### src/rtl/cau_pkg.sv
// Shared types, codes and saturation helpers of the complex arithmetic unit.
package cau_pkg;

   localparam int unsigned DATA_W = 16;
   localparam int unsigned QBITS  = 17;

   typedef enum logic [2:0] {
      ACT_ADD  = 3'd0,
      ACT_SUB  = 3'd1,
      ACT_MUL  = 3'd2,
      ACT_DIV  = 3'd3,
      ACT_CONJ = 3'd4,
      ACT_EQ   = 3'd5
   } action_type;

   // Control and finished result fields that travel with a transaction.
   typedef struct packed {
      logic              valid;
      logic              is_div;
      logic              neg_re;
      logic              neg_im;
      logic              qovf_re;
      logic              qovf_im;
      logic [DATA_W-1:0] res_re;
      logic [DATA_W-1:0] res_im;
      logic              eq;
      logic              dz;
      logic              ov;
   } ctrl_type;

   // Saturate a sign and magnitude to 16 signed bits; returns {overflow, value}.
   function automatic logic [DATA_W:0] sat_mag(input logic neg, input logic [QBITS-1:0] mag);
      logic [QBITS-1:0] nm;
      nm = ~mag + 17'd1;
      if (!neg) begin
         if (mag > 17'd32767) return {1'b1, 16'h7FFF};
         return {1'b0, mag[DATA_W-1:0]};
      end
      if (mag > 17'd32768) return {1'b1, 16'h8000};
      return {1'b0, nm[DATA_W-1:0]};
   endfunction

   // Saturate a 17-bit signed value to 16 bits; returns {overflow, value}.
   function automatic logic [DATA_W:0] sat17(input logic signed [QBITS-1:0] v);
      if (v > 17'sd32767) return {1'b1, 16'h7FFF};
      if (v < -17'sd32768) return {1'b1, 16'h8000};
      return {1'b0, v[DATA_W-1:0]};
   endfunction

endpackage

### src/rtl/cau_div_cell.sv
// One restoring-division cell: one quotient bit for real and imaginary parts.
module cau_div_cell #(
   parameter int unsigned DW   = 33,
   parameter int unsigned STEP = 0
) (
   input  logic                     clock,
   input  logic                     reset,
   input  logic                     en,
   input  cau_pkg::ctrl_type        ctrl_i,
   input  logic [DW-1:0]            d_i,
   input  logic [DW-1:0]            rem_re_i,
   input  logic [DW-1:0]            rem_im_i,
   input  logic [cau_pkg::QBITS-1:0] nlo_re_i,
   input  logic [cau_pkg::QBITS-1:0] nlo_im_i,
   input  logic [cau_pkg::QBITS-1:0] q_re_i,
   input  logic [cau_pkg::QBITS-1:0] q_im_i,
   output cau_pkg::ctrl_type        ctrl_o,
   output logic [DW-1:0]            d_o,
   output logic [DW-1:0]            rem_re_o,
   output logic [DW-1:0]            rem_im_o,
   output logic [cau_pkg::QBITS-1:0] nlo_re_o,
   output logic [cau_pkg::QBITS-1:0] nlo_im_o,
   output logic [cau_pkg::QBITS-1:0] q_re_o,
   output logic [cau_pkg::QBITS-1:0] q_im_o
);

   localparam int unsigned BIT = cau_pkg::QBITS - 1 - STEP;

   logic [DW:0]   t_re, t_im, dx;
   logic          ge_re, ge_im;
   logic [DW:0]   diff_re, diff_im;

   cau_pkg::ctrl_type             ctrl_ff;
   logic [DW-1:0]                 d_ff, rem_re_ff, rem_im_ff, rem_re_in, rem_im_in;
   logic [cau_pkg::QBITS-1:0]     nlo_re_ff, nlo_im_ff, q_re_ff, q_im_ff, q_re_in, q_im_in;

   always_comb begin
      dx        = {1'b0, d_i};
      t_re      = {rem_re_i, nlo_re_i[BIT]};
      t_im      = {rem_im_i, nlo_im_i[BIT]};
      ge_re     = t_re >= dx;
      ge_im     = t_im >= dx;
      diff_re   = t_re - dx;
      diff_im   = t_im - dx;
      rem_re_in = ge_re ? diff_re[DW-1:0] : t_re[DW-1:0];
      rem_im_in = ge_im ? diff_im[DW-1:0] : t_im[DW-1:0];
      q_re_in   = {q_re_i[cau_pkg::QBITS-2:0], ge_re};
      q_im_in   = {q_im_i[cau_pkg::QBITS-2:0], ge_im};
   end

   always_ff @(posedge clock) begin
      if (reset) begin
         ctrl_ff.valid <= 1'b0;
      end else if (en) begin
         ctrl_ff.valid <= ctrl_i.valid;
      end
      if (en) begin
         ctrl_ff.is_div  <= ctrl_i.is_div;
         ctrl_ff.neg_re  <= ctrl_i.neg_re;
         ctrl_ff.neg_im  <= ctrl_i.neg_im;
         ctrl_ff.qovf_re <= ctrl_i.qovf_re;
         ctrl_ff.qovf_im <= ctrl_i.qovf_im;
         ctrl_ff.res_re  <= ctrl_i.res_re;
         ctrl_ff.res_im  <= ctrl_i.res_im;
         ctrl_ff.eq      <= ctrl_i.eq;
         ctrl_ff.dz      <= ctrl_i.dz;
         ctrl_ff.ov      <= ctrl_i.ov;
         d_ff      <= d_i;
         rem_re_ff <= rem_re_in;
         rem_im_ff <= rem_im_in;
         nlo_re_ff <= nlo_re_i;
         nlo_im_ff <= nlo_im_i;
         q_re_ff   <= q_re_in;
         q_im_ff   <= q_im_in;
      end
   end

   assign ctrl_o   = ctrl_ff;
   assign d_o      = d_ff;
   assign rem_re_o = rem_re_ff;
   assign rem_im_o = rem_im_ff;
   assign nlo_re_o = nlo_re_ff;
   assign nlo_im_o = nlo_im_ff;
   assign q_re_o   = q_re_ff;
   assign q_im_o   = q_im_ff;

endmodule

### config.mk
export PLATFORM = sky130hd
export DESIGN_NAME = cau_div_cell
export DESIGN_NICKNAME = d
export VERILOG_FILES = /design/src/rtl/cau_pkg.sv /design/src/rtl/cau_div_cell.sv
export SDC_FILE = /design/constraint.sdc
export NUM_CORES = 1
export LEC_CHECK = 0
export ABC_AREA = 0
export BUFFER_PORTS_ARGS = -buffer_cell sky130_fd_sc_hd__buf_2
export CAP_MARGIN = 20
export CORE_ASPECT_RATIO = 1.2
export CORE_MARGIN = 8
export CORE_UTILIZATION = 39
export DETAILED_ROUTE_END_ITERATION = 7
export GPL_TIMING_DRIVEN = 0
export PLACE_DENSITY = 0.66
export SYNTH_ARGS = -nofsm -noshare
export SYNTH_HDL_FRONTEND = slang
export SYNTH_SLANG_ARGS = --single-unit
export TNS_END_PERCENT = 20
### constraint.sdc
create_clock -name clock -period 5.85 [get_ports clock]
set_clock_uncertainty 0.2 [all_clocks]
set_input_delay 1.17 -clock clock [delete_from_list [all_inputs] [get_ports clock]]
set_output_delay 1.17 -clock clock [all_outputs]
set_load 0.03 [all_outputs]
Word-level counts from Yosys, hierarchy flattened

Cells that the tools add are included.

Flip-flop bits (word level): 208
Logic and storage cells: 24

$add $sub $neg: 2
$lt $le $gt $ge: 2
Mux-type cells: 2

Operators by type and width:

| cell                                         | number |
|---|---|
| greater-or-equal comparator 34 x 33 -> 1 bit | 2 |
| two-way mux 33 bit                           | 2 |
| subtractor 33 bit                            | 2 |

Depth between registers and ports, before layout

Depth in word-level cells: 2
Depth in mapped cells: 15
Depth with buffers taken out: 13

Worst setup path before layout

OpenSTA, ideal clock, no wires.

Kind: input-to-reg
Start point: in nlo_im_i[16] (netlist name)
End point: reg rem_im_ff[10], in the netlist rem_im_o[10], data pin
Arrival time: 4.195 ns
Data required time: 5.390 ns
Stages: 15
Buffers on the path: 2
Setup slack: 1.195 ns
Setup time: 0.260 ns
Cells stage by stage: inv_1 -> ha_1 -> inv_1 -> fa_1 -> a21o_1 -> a221oi_2 -> o221ai_2 -> a2111o_1 -> a211oi_4 -> o31a_4 -> o21a_1 -> buf_6 -> inv_8 -> buf_12 -> mux2_4

Longest elaborated chain between the ends: 2
Elaborated cells on any way between the ends: 3
Those cells by class: 1 x add/sub; 1 x order compare; 1 x mux

RTL lines:

| item                                                                              | RTL line                               | text |
|---|---|---|
| start, declared                                                                   | cau_div_cell.sv:14                     | `input logic [cau_pkg::QBITS-1:0] nlo_im_i,` |
| subtractor 33 bit or greater-or-equal comparator 34 x 33 -> 1 bit (tied branches) | cau_div_cell.sv:44, cau_div_cell.sv:42 |  |
| two-way mux 33 bit (*)                                                            | cau_div_cell.sv:46                     | `rem_im_in = ge_im ? diff_im[DW-1:0] : t_im[DW-1:0];` |
| net rem_im_in[10]                                                                 | cau_div_cell.sv:34                     | `logic [DW-1:0] d_ff, rem_re_ff, rem_im_ff, rem_re_in, rem_im_in;` |
| end signal, assigned                                                              | cau_div_cell.sv:70                     | `rem_im_ff <= rem_im_in;` |
| end, declared                                                                     | cau_div_cell.sv:34                     |  |

Mark *: on every way through the listed nets, which the timed path passes. The rest lies on a longest branch.
A chain may end at the register's enable or synchronous reset.

Worst setup path after layout

Start point: in nlo_re_i[16] (netlist name)
End point: reg rem_re_ff[22], in the netlist rem_re_o[22], data pin

Longest elaborated chain between the ends: 2
Elaborated cells on any way between the ends: 3
Those cells by class: 1 x add/sub; 1 x order compare; 1 x mux

RTL lines:

| item                                                                              | RTL line                               | text |
|---|---|---|
| start, declared                                                                   | cau_div_cell.sv:13                     | `input logic [cau_pkg::QBITS-1:0] nlo_re_i,` |
| subtractor 33 bit or greater-or-equal comparator 34 x 33 -> 1 bit (tied branches) | cau_div_cell.sv:43, cau_div_cell.sv:41 |  |
| two-way mux 33 bit (*)                                                            | cau_div_cell.sv:45                     | `rem_re_in = ge_re ? diff_re[DW-1:0] : t_re[DW-1:0];` |
| net rem_re_in[22]                                                                 | cau_div_cell.sv:34                     |  |
| end signal, assigned                                                              | cau_div_cell.sv:69                     | `rem_re_ff <= rem_re_in;` |
| end, declared                                                                     | cau_div_cell.sv:34                     |  |

Marks and branches as above.

==> reports/metrics.csv <==
stage,metric,value,unit
status,status,completed,
grt,grt_pass1_wl,51100,um
synth,synth_top_area_share,56.9,%
setup_path,endpoint,rem_re_o[22]$_DFFE_PP_,
timing,final_hold_viol_count,0,
power_and_ir_drop,p_per_area,315,mW/mm2
grt,overflow,0,
power_and_ir_drop,p_seq_share,41.5,%
power_and_ir_drop,internal_power,3.11,mW
power_and_ir_drop,fin_total_pwr,4.49,mW
clock_network,cts_made_buffers,23,
setup_path,critical_path_arrival,4.80,ns
setup_path,setup.worst_path.start,nlo_re_i[16],
placement,dp_hpwl,28700,um
finish,layout-drive-gt1-share,40.5,%
worst_hold_path,min_path_type,flip-flop to flip-flop,
grt,grtUsageTotal,20.0,%
power_and_ir_drop,leakage,6.41,nW
timing,fin_crit_sh,81.1,%
placement,dpl_cell_area,0.0135,mm2
clock_network,clk_pin_slew,0.06,ns
die,die-area,0.0336,mm2
clock_network,clk_latency,0.51,ns
timing,fmax,211,MHz
clock_network,clk_root_buffer_cell,clkbuf_16,
finish,final_area,0.0143,mm2
route,drtIter0Drc,519,
clock_network,clkSinkCount,208,
die,die_w,169,um
die,die_h,199,um
synth,synth_fp_nets,1128,
finish,final_nets,1571,
die,start_util,39.4,%
synth,syn_area,0.0109,mm2
finish,final_cells,1689,
synth,yosysMostFrequentCell,edfxtp_1,
timing,timing.final.ws_setup,1.11,ns
synth,yosys-top-cells-count,"edfxtp_1, ha_1, inv_1, a21oi_1, nor2_1",
route,drt_wl_total,35500,um
timing,worstMarginPinSlew,0.783,ns
route,first_pass_iters,5,
synth,synth_seq_area_share,57.1,%
route,vias_per_cell,5.12,
timing,setup_viol,0,
route,wl_per_cell,21.0,um
grt,grt_antenna_before_repair,10,
clock_network,h-tree-depth,1,
grt,grt_max_degree,127,
worst_hold_path,hold_depth,2,
synth,ys_ff_latch,208,
timing,setup-tns-final,0,ns
setup_path,rr_startpoint,ctrl_o[40]$_SDFFE_PP0P_,
placement,place_congestion,0.931,
finish,fin_util,51.5,%
synth,synthCells,849,
synth,ys_warn_count,0,
clock_network,postCtsSetupBuffers,0,
power_and_ir_drop,p_switching,1.38,mW
placement,io_buffers,416,
synth,synth_enable_flop_cells,207,
die,core_area,0.0277,mm2
synth,synth_ff_type,edfxtp_1,
timing,finalCriticalPeriod,4.74,ns
job,max_cap_violations,0,
die,top_level_ports,419,
setup_path,r2r_end,ctrl_o[40]$_SDFFE_PP0P_,
die,fp-row-count,67,
setup_path,required,5.90,ns
synth,postSynth.asyncResetShare,0,%
power_and_ir_drop,ir_drop,0.254,mV
setup_path,cp-end-kind,flip-flop,
clock_network,cts_tree,yes,
synth,ys_types,67,
clock_network,max-clock-path-buffers,3,
synth,synth_top_area_cell,edfxtp_1,
setup_path,path_class,primary input to flip-flop,
placement,dp_slack,0.617,ns
setup_path,critPathMaxFanout,10,
timing,fin_hold_ws,0.314,ns
route,drt.antenna.violating_nets,0,
clock_network,hold_buffers,0,
setup_path,startpoint_type,primary input,
power_and_ir_drop,combPwrFrac,26.6,%
placement,placedCellCount,1646,
route,route.detailed.drc,0,
synth,syn_avg_cell_area,12.9,um2
synth,synthTopCellsByArea,"edfxtp_1, ha_1, mux2_2, a21o_1, xnor2_1",
grt,grt_pass1_vias,8579,
setup_path,rr_worst_depth,2,
timing,slew_violations,0,
timing,rsz0062_at_grt,no,
power_and_ir_drop,p_clk_share,31.9,%
power_and_ir_drop,swShare,30.7,%
setup_path,rrSetupSlack,5.05,ns
timing,slew-limit-headroom,47.3,%
clock_network,ctsResizeCount,0,
finish,area_delta_synth_final,30.7,%
route,vias,8651,
cell families (layout without fill, tap and decap cells):
kind of cell / Yosys count / after routing / synth area share [%]
XOR/XNOR: 47 / 47 / 3.77
AND/OR/NAND/NOR: 175 / 175 / 8.10
multiplexers: 53 / 53 / 6.06
other: 0 / 5 / 0
buffers and inverters: 83 / 539 / 3.30
AO/OA/AOI/OAI: 215 / 215 / 13.8
adder cells (fa/ha/maj): 68 / 68 / 7.92
flip-flops: 208 / 208 / 57.1
area by class of cell:
| type | count | area (um2) |
|---|---|---|
| fillers | 2503 | 13500 |
| multi-input cells | 558 | 4330 |
| clock inverters | 12 | 155 |
| clock buffers | 26 | 587 |
| well taps | 379 | 474 |
| flip-flops and latches | 208 | 6240 |
| inverters | 58 | 225 |
| diodes | 5 | 12.5 |
| plain buffers | 25 | 135 |
| repair buffers | 418 | 2120 |
power groups by stage:
stage	Combinational (mW)	Sequential [mW]	Clock [mW]
finish	1.19	1.86	1.44
global route	1.28	1.88	1.54
CTS	1.20	1.87	1.49
detailed placement	1.20	1.89	0
global placement	1.19	1.90	0
floorplan	0.473	2.22	0
sequential cells by signal, summed over array words and instances (netlist names):
register / count
ctrl_o: 41
d_o: 33
nlo_im_o: 17
nlo_re_o: 17
q_im_o: 17
q_re_o: 17
rem_im_o: 33
rem_re_o: 33
worst max-delay path: stages:
cell	delay [ns]
buf_2	0.13
inv_1	0.05
ha_1	0.15
inv_1	0.06
fa_1	0.44
a211oi_1	0.23
nor2_1	0.12
o211ai_1	0.30
a211oi_1	0.17
o2111a_1	0.30
o31a_1	0.39
nor2_1	0.42
inv_1	0.12
clkbuf_1	0.35
mux2_2	0.40
metal layers:
metal / share of wire, % / global-route usage (%)
met3: 10 / 7.08
met2: 51 / 36.5
met4: 3.1 / 6.62
met1: 36 / 21.0
met5: 0.13 / 0
placed cells by master, fill, tap and decap left out, types with 23 or more instances in the layout:
| master | netlist | final |
|---|---|---|
| nand2_1 | 34 | 34 |
| clkbuf_16 | 0 | 23 |
| mux2_2 | 29 | 29 |
| a21o_1 | 42 | 42 |
| buf_2 | 1 | 416 |
| xnor2_1 | 34 | 34 |
| a21oi_1 | 51 | 51 |
| inv_1 | 57 | 57 |
| clkbuf_1 | 21 | 24 |
| edfxtp_1 | 207 | 207 |
| ha_1 | 66 | 66 |
| nor2_1 | 48 | 48 |
| o21ai_0 | 28 | 28 |
worst min-delay path by stage:
| stage | startpoint | end | slack (ns) |
|---|---|---|---|
| 6_report | ctrl_o[40]$_SDFFE_PP0P_ | ctrl_o[40]$_SDFFE_PP0P_ | 0.31 |
| 5_1_grt | ctrl_o[40]$_SDFFE_PP0P_ | ctrl_o[40]$_SDFFE_PP0P_ | 0.36 |
| 4_1_cts | ctrl_o[40]$_SDFFE_PP0P_ | ctrl_o[40]$_SDFFE_PP0P_ | 0.31 |
| 3_5_place_dp | ctrl_o[40]$_SDFFE_PP0P_ | ctrl_o[40]$_SDFFE_PP0P_ | 0.30 |
| 3_3_place_gp | ctrl_o[40]$_SDFFE_PP0P_ | ctrl_o[40]$_SDFFE_PP0P_ | 0.27 |
| 2_1_floorplan | ctrl_o[40]$_SDFFE_PP0P_ | ctrl_o[40]$_SDFFE_PP0P_ | 0.43 |
No activity file was read; power rests on OpenSTA's default activity.
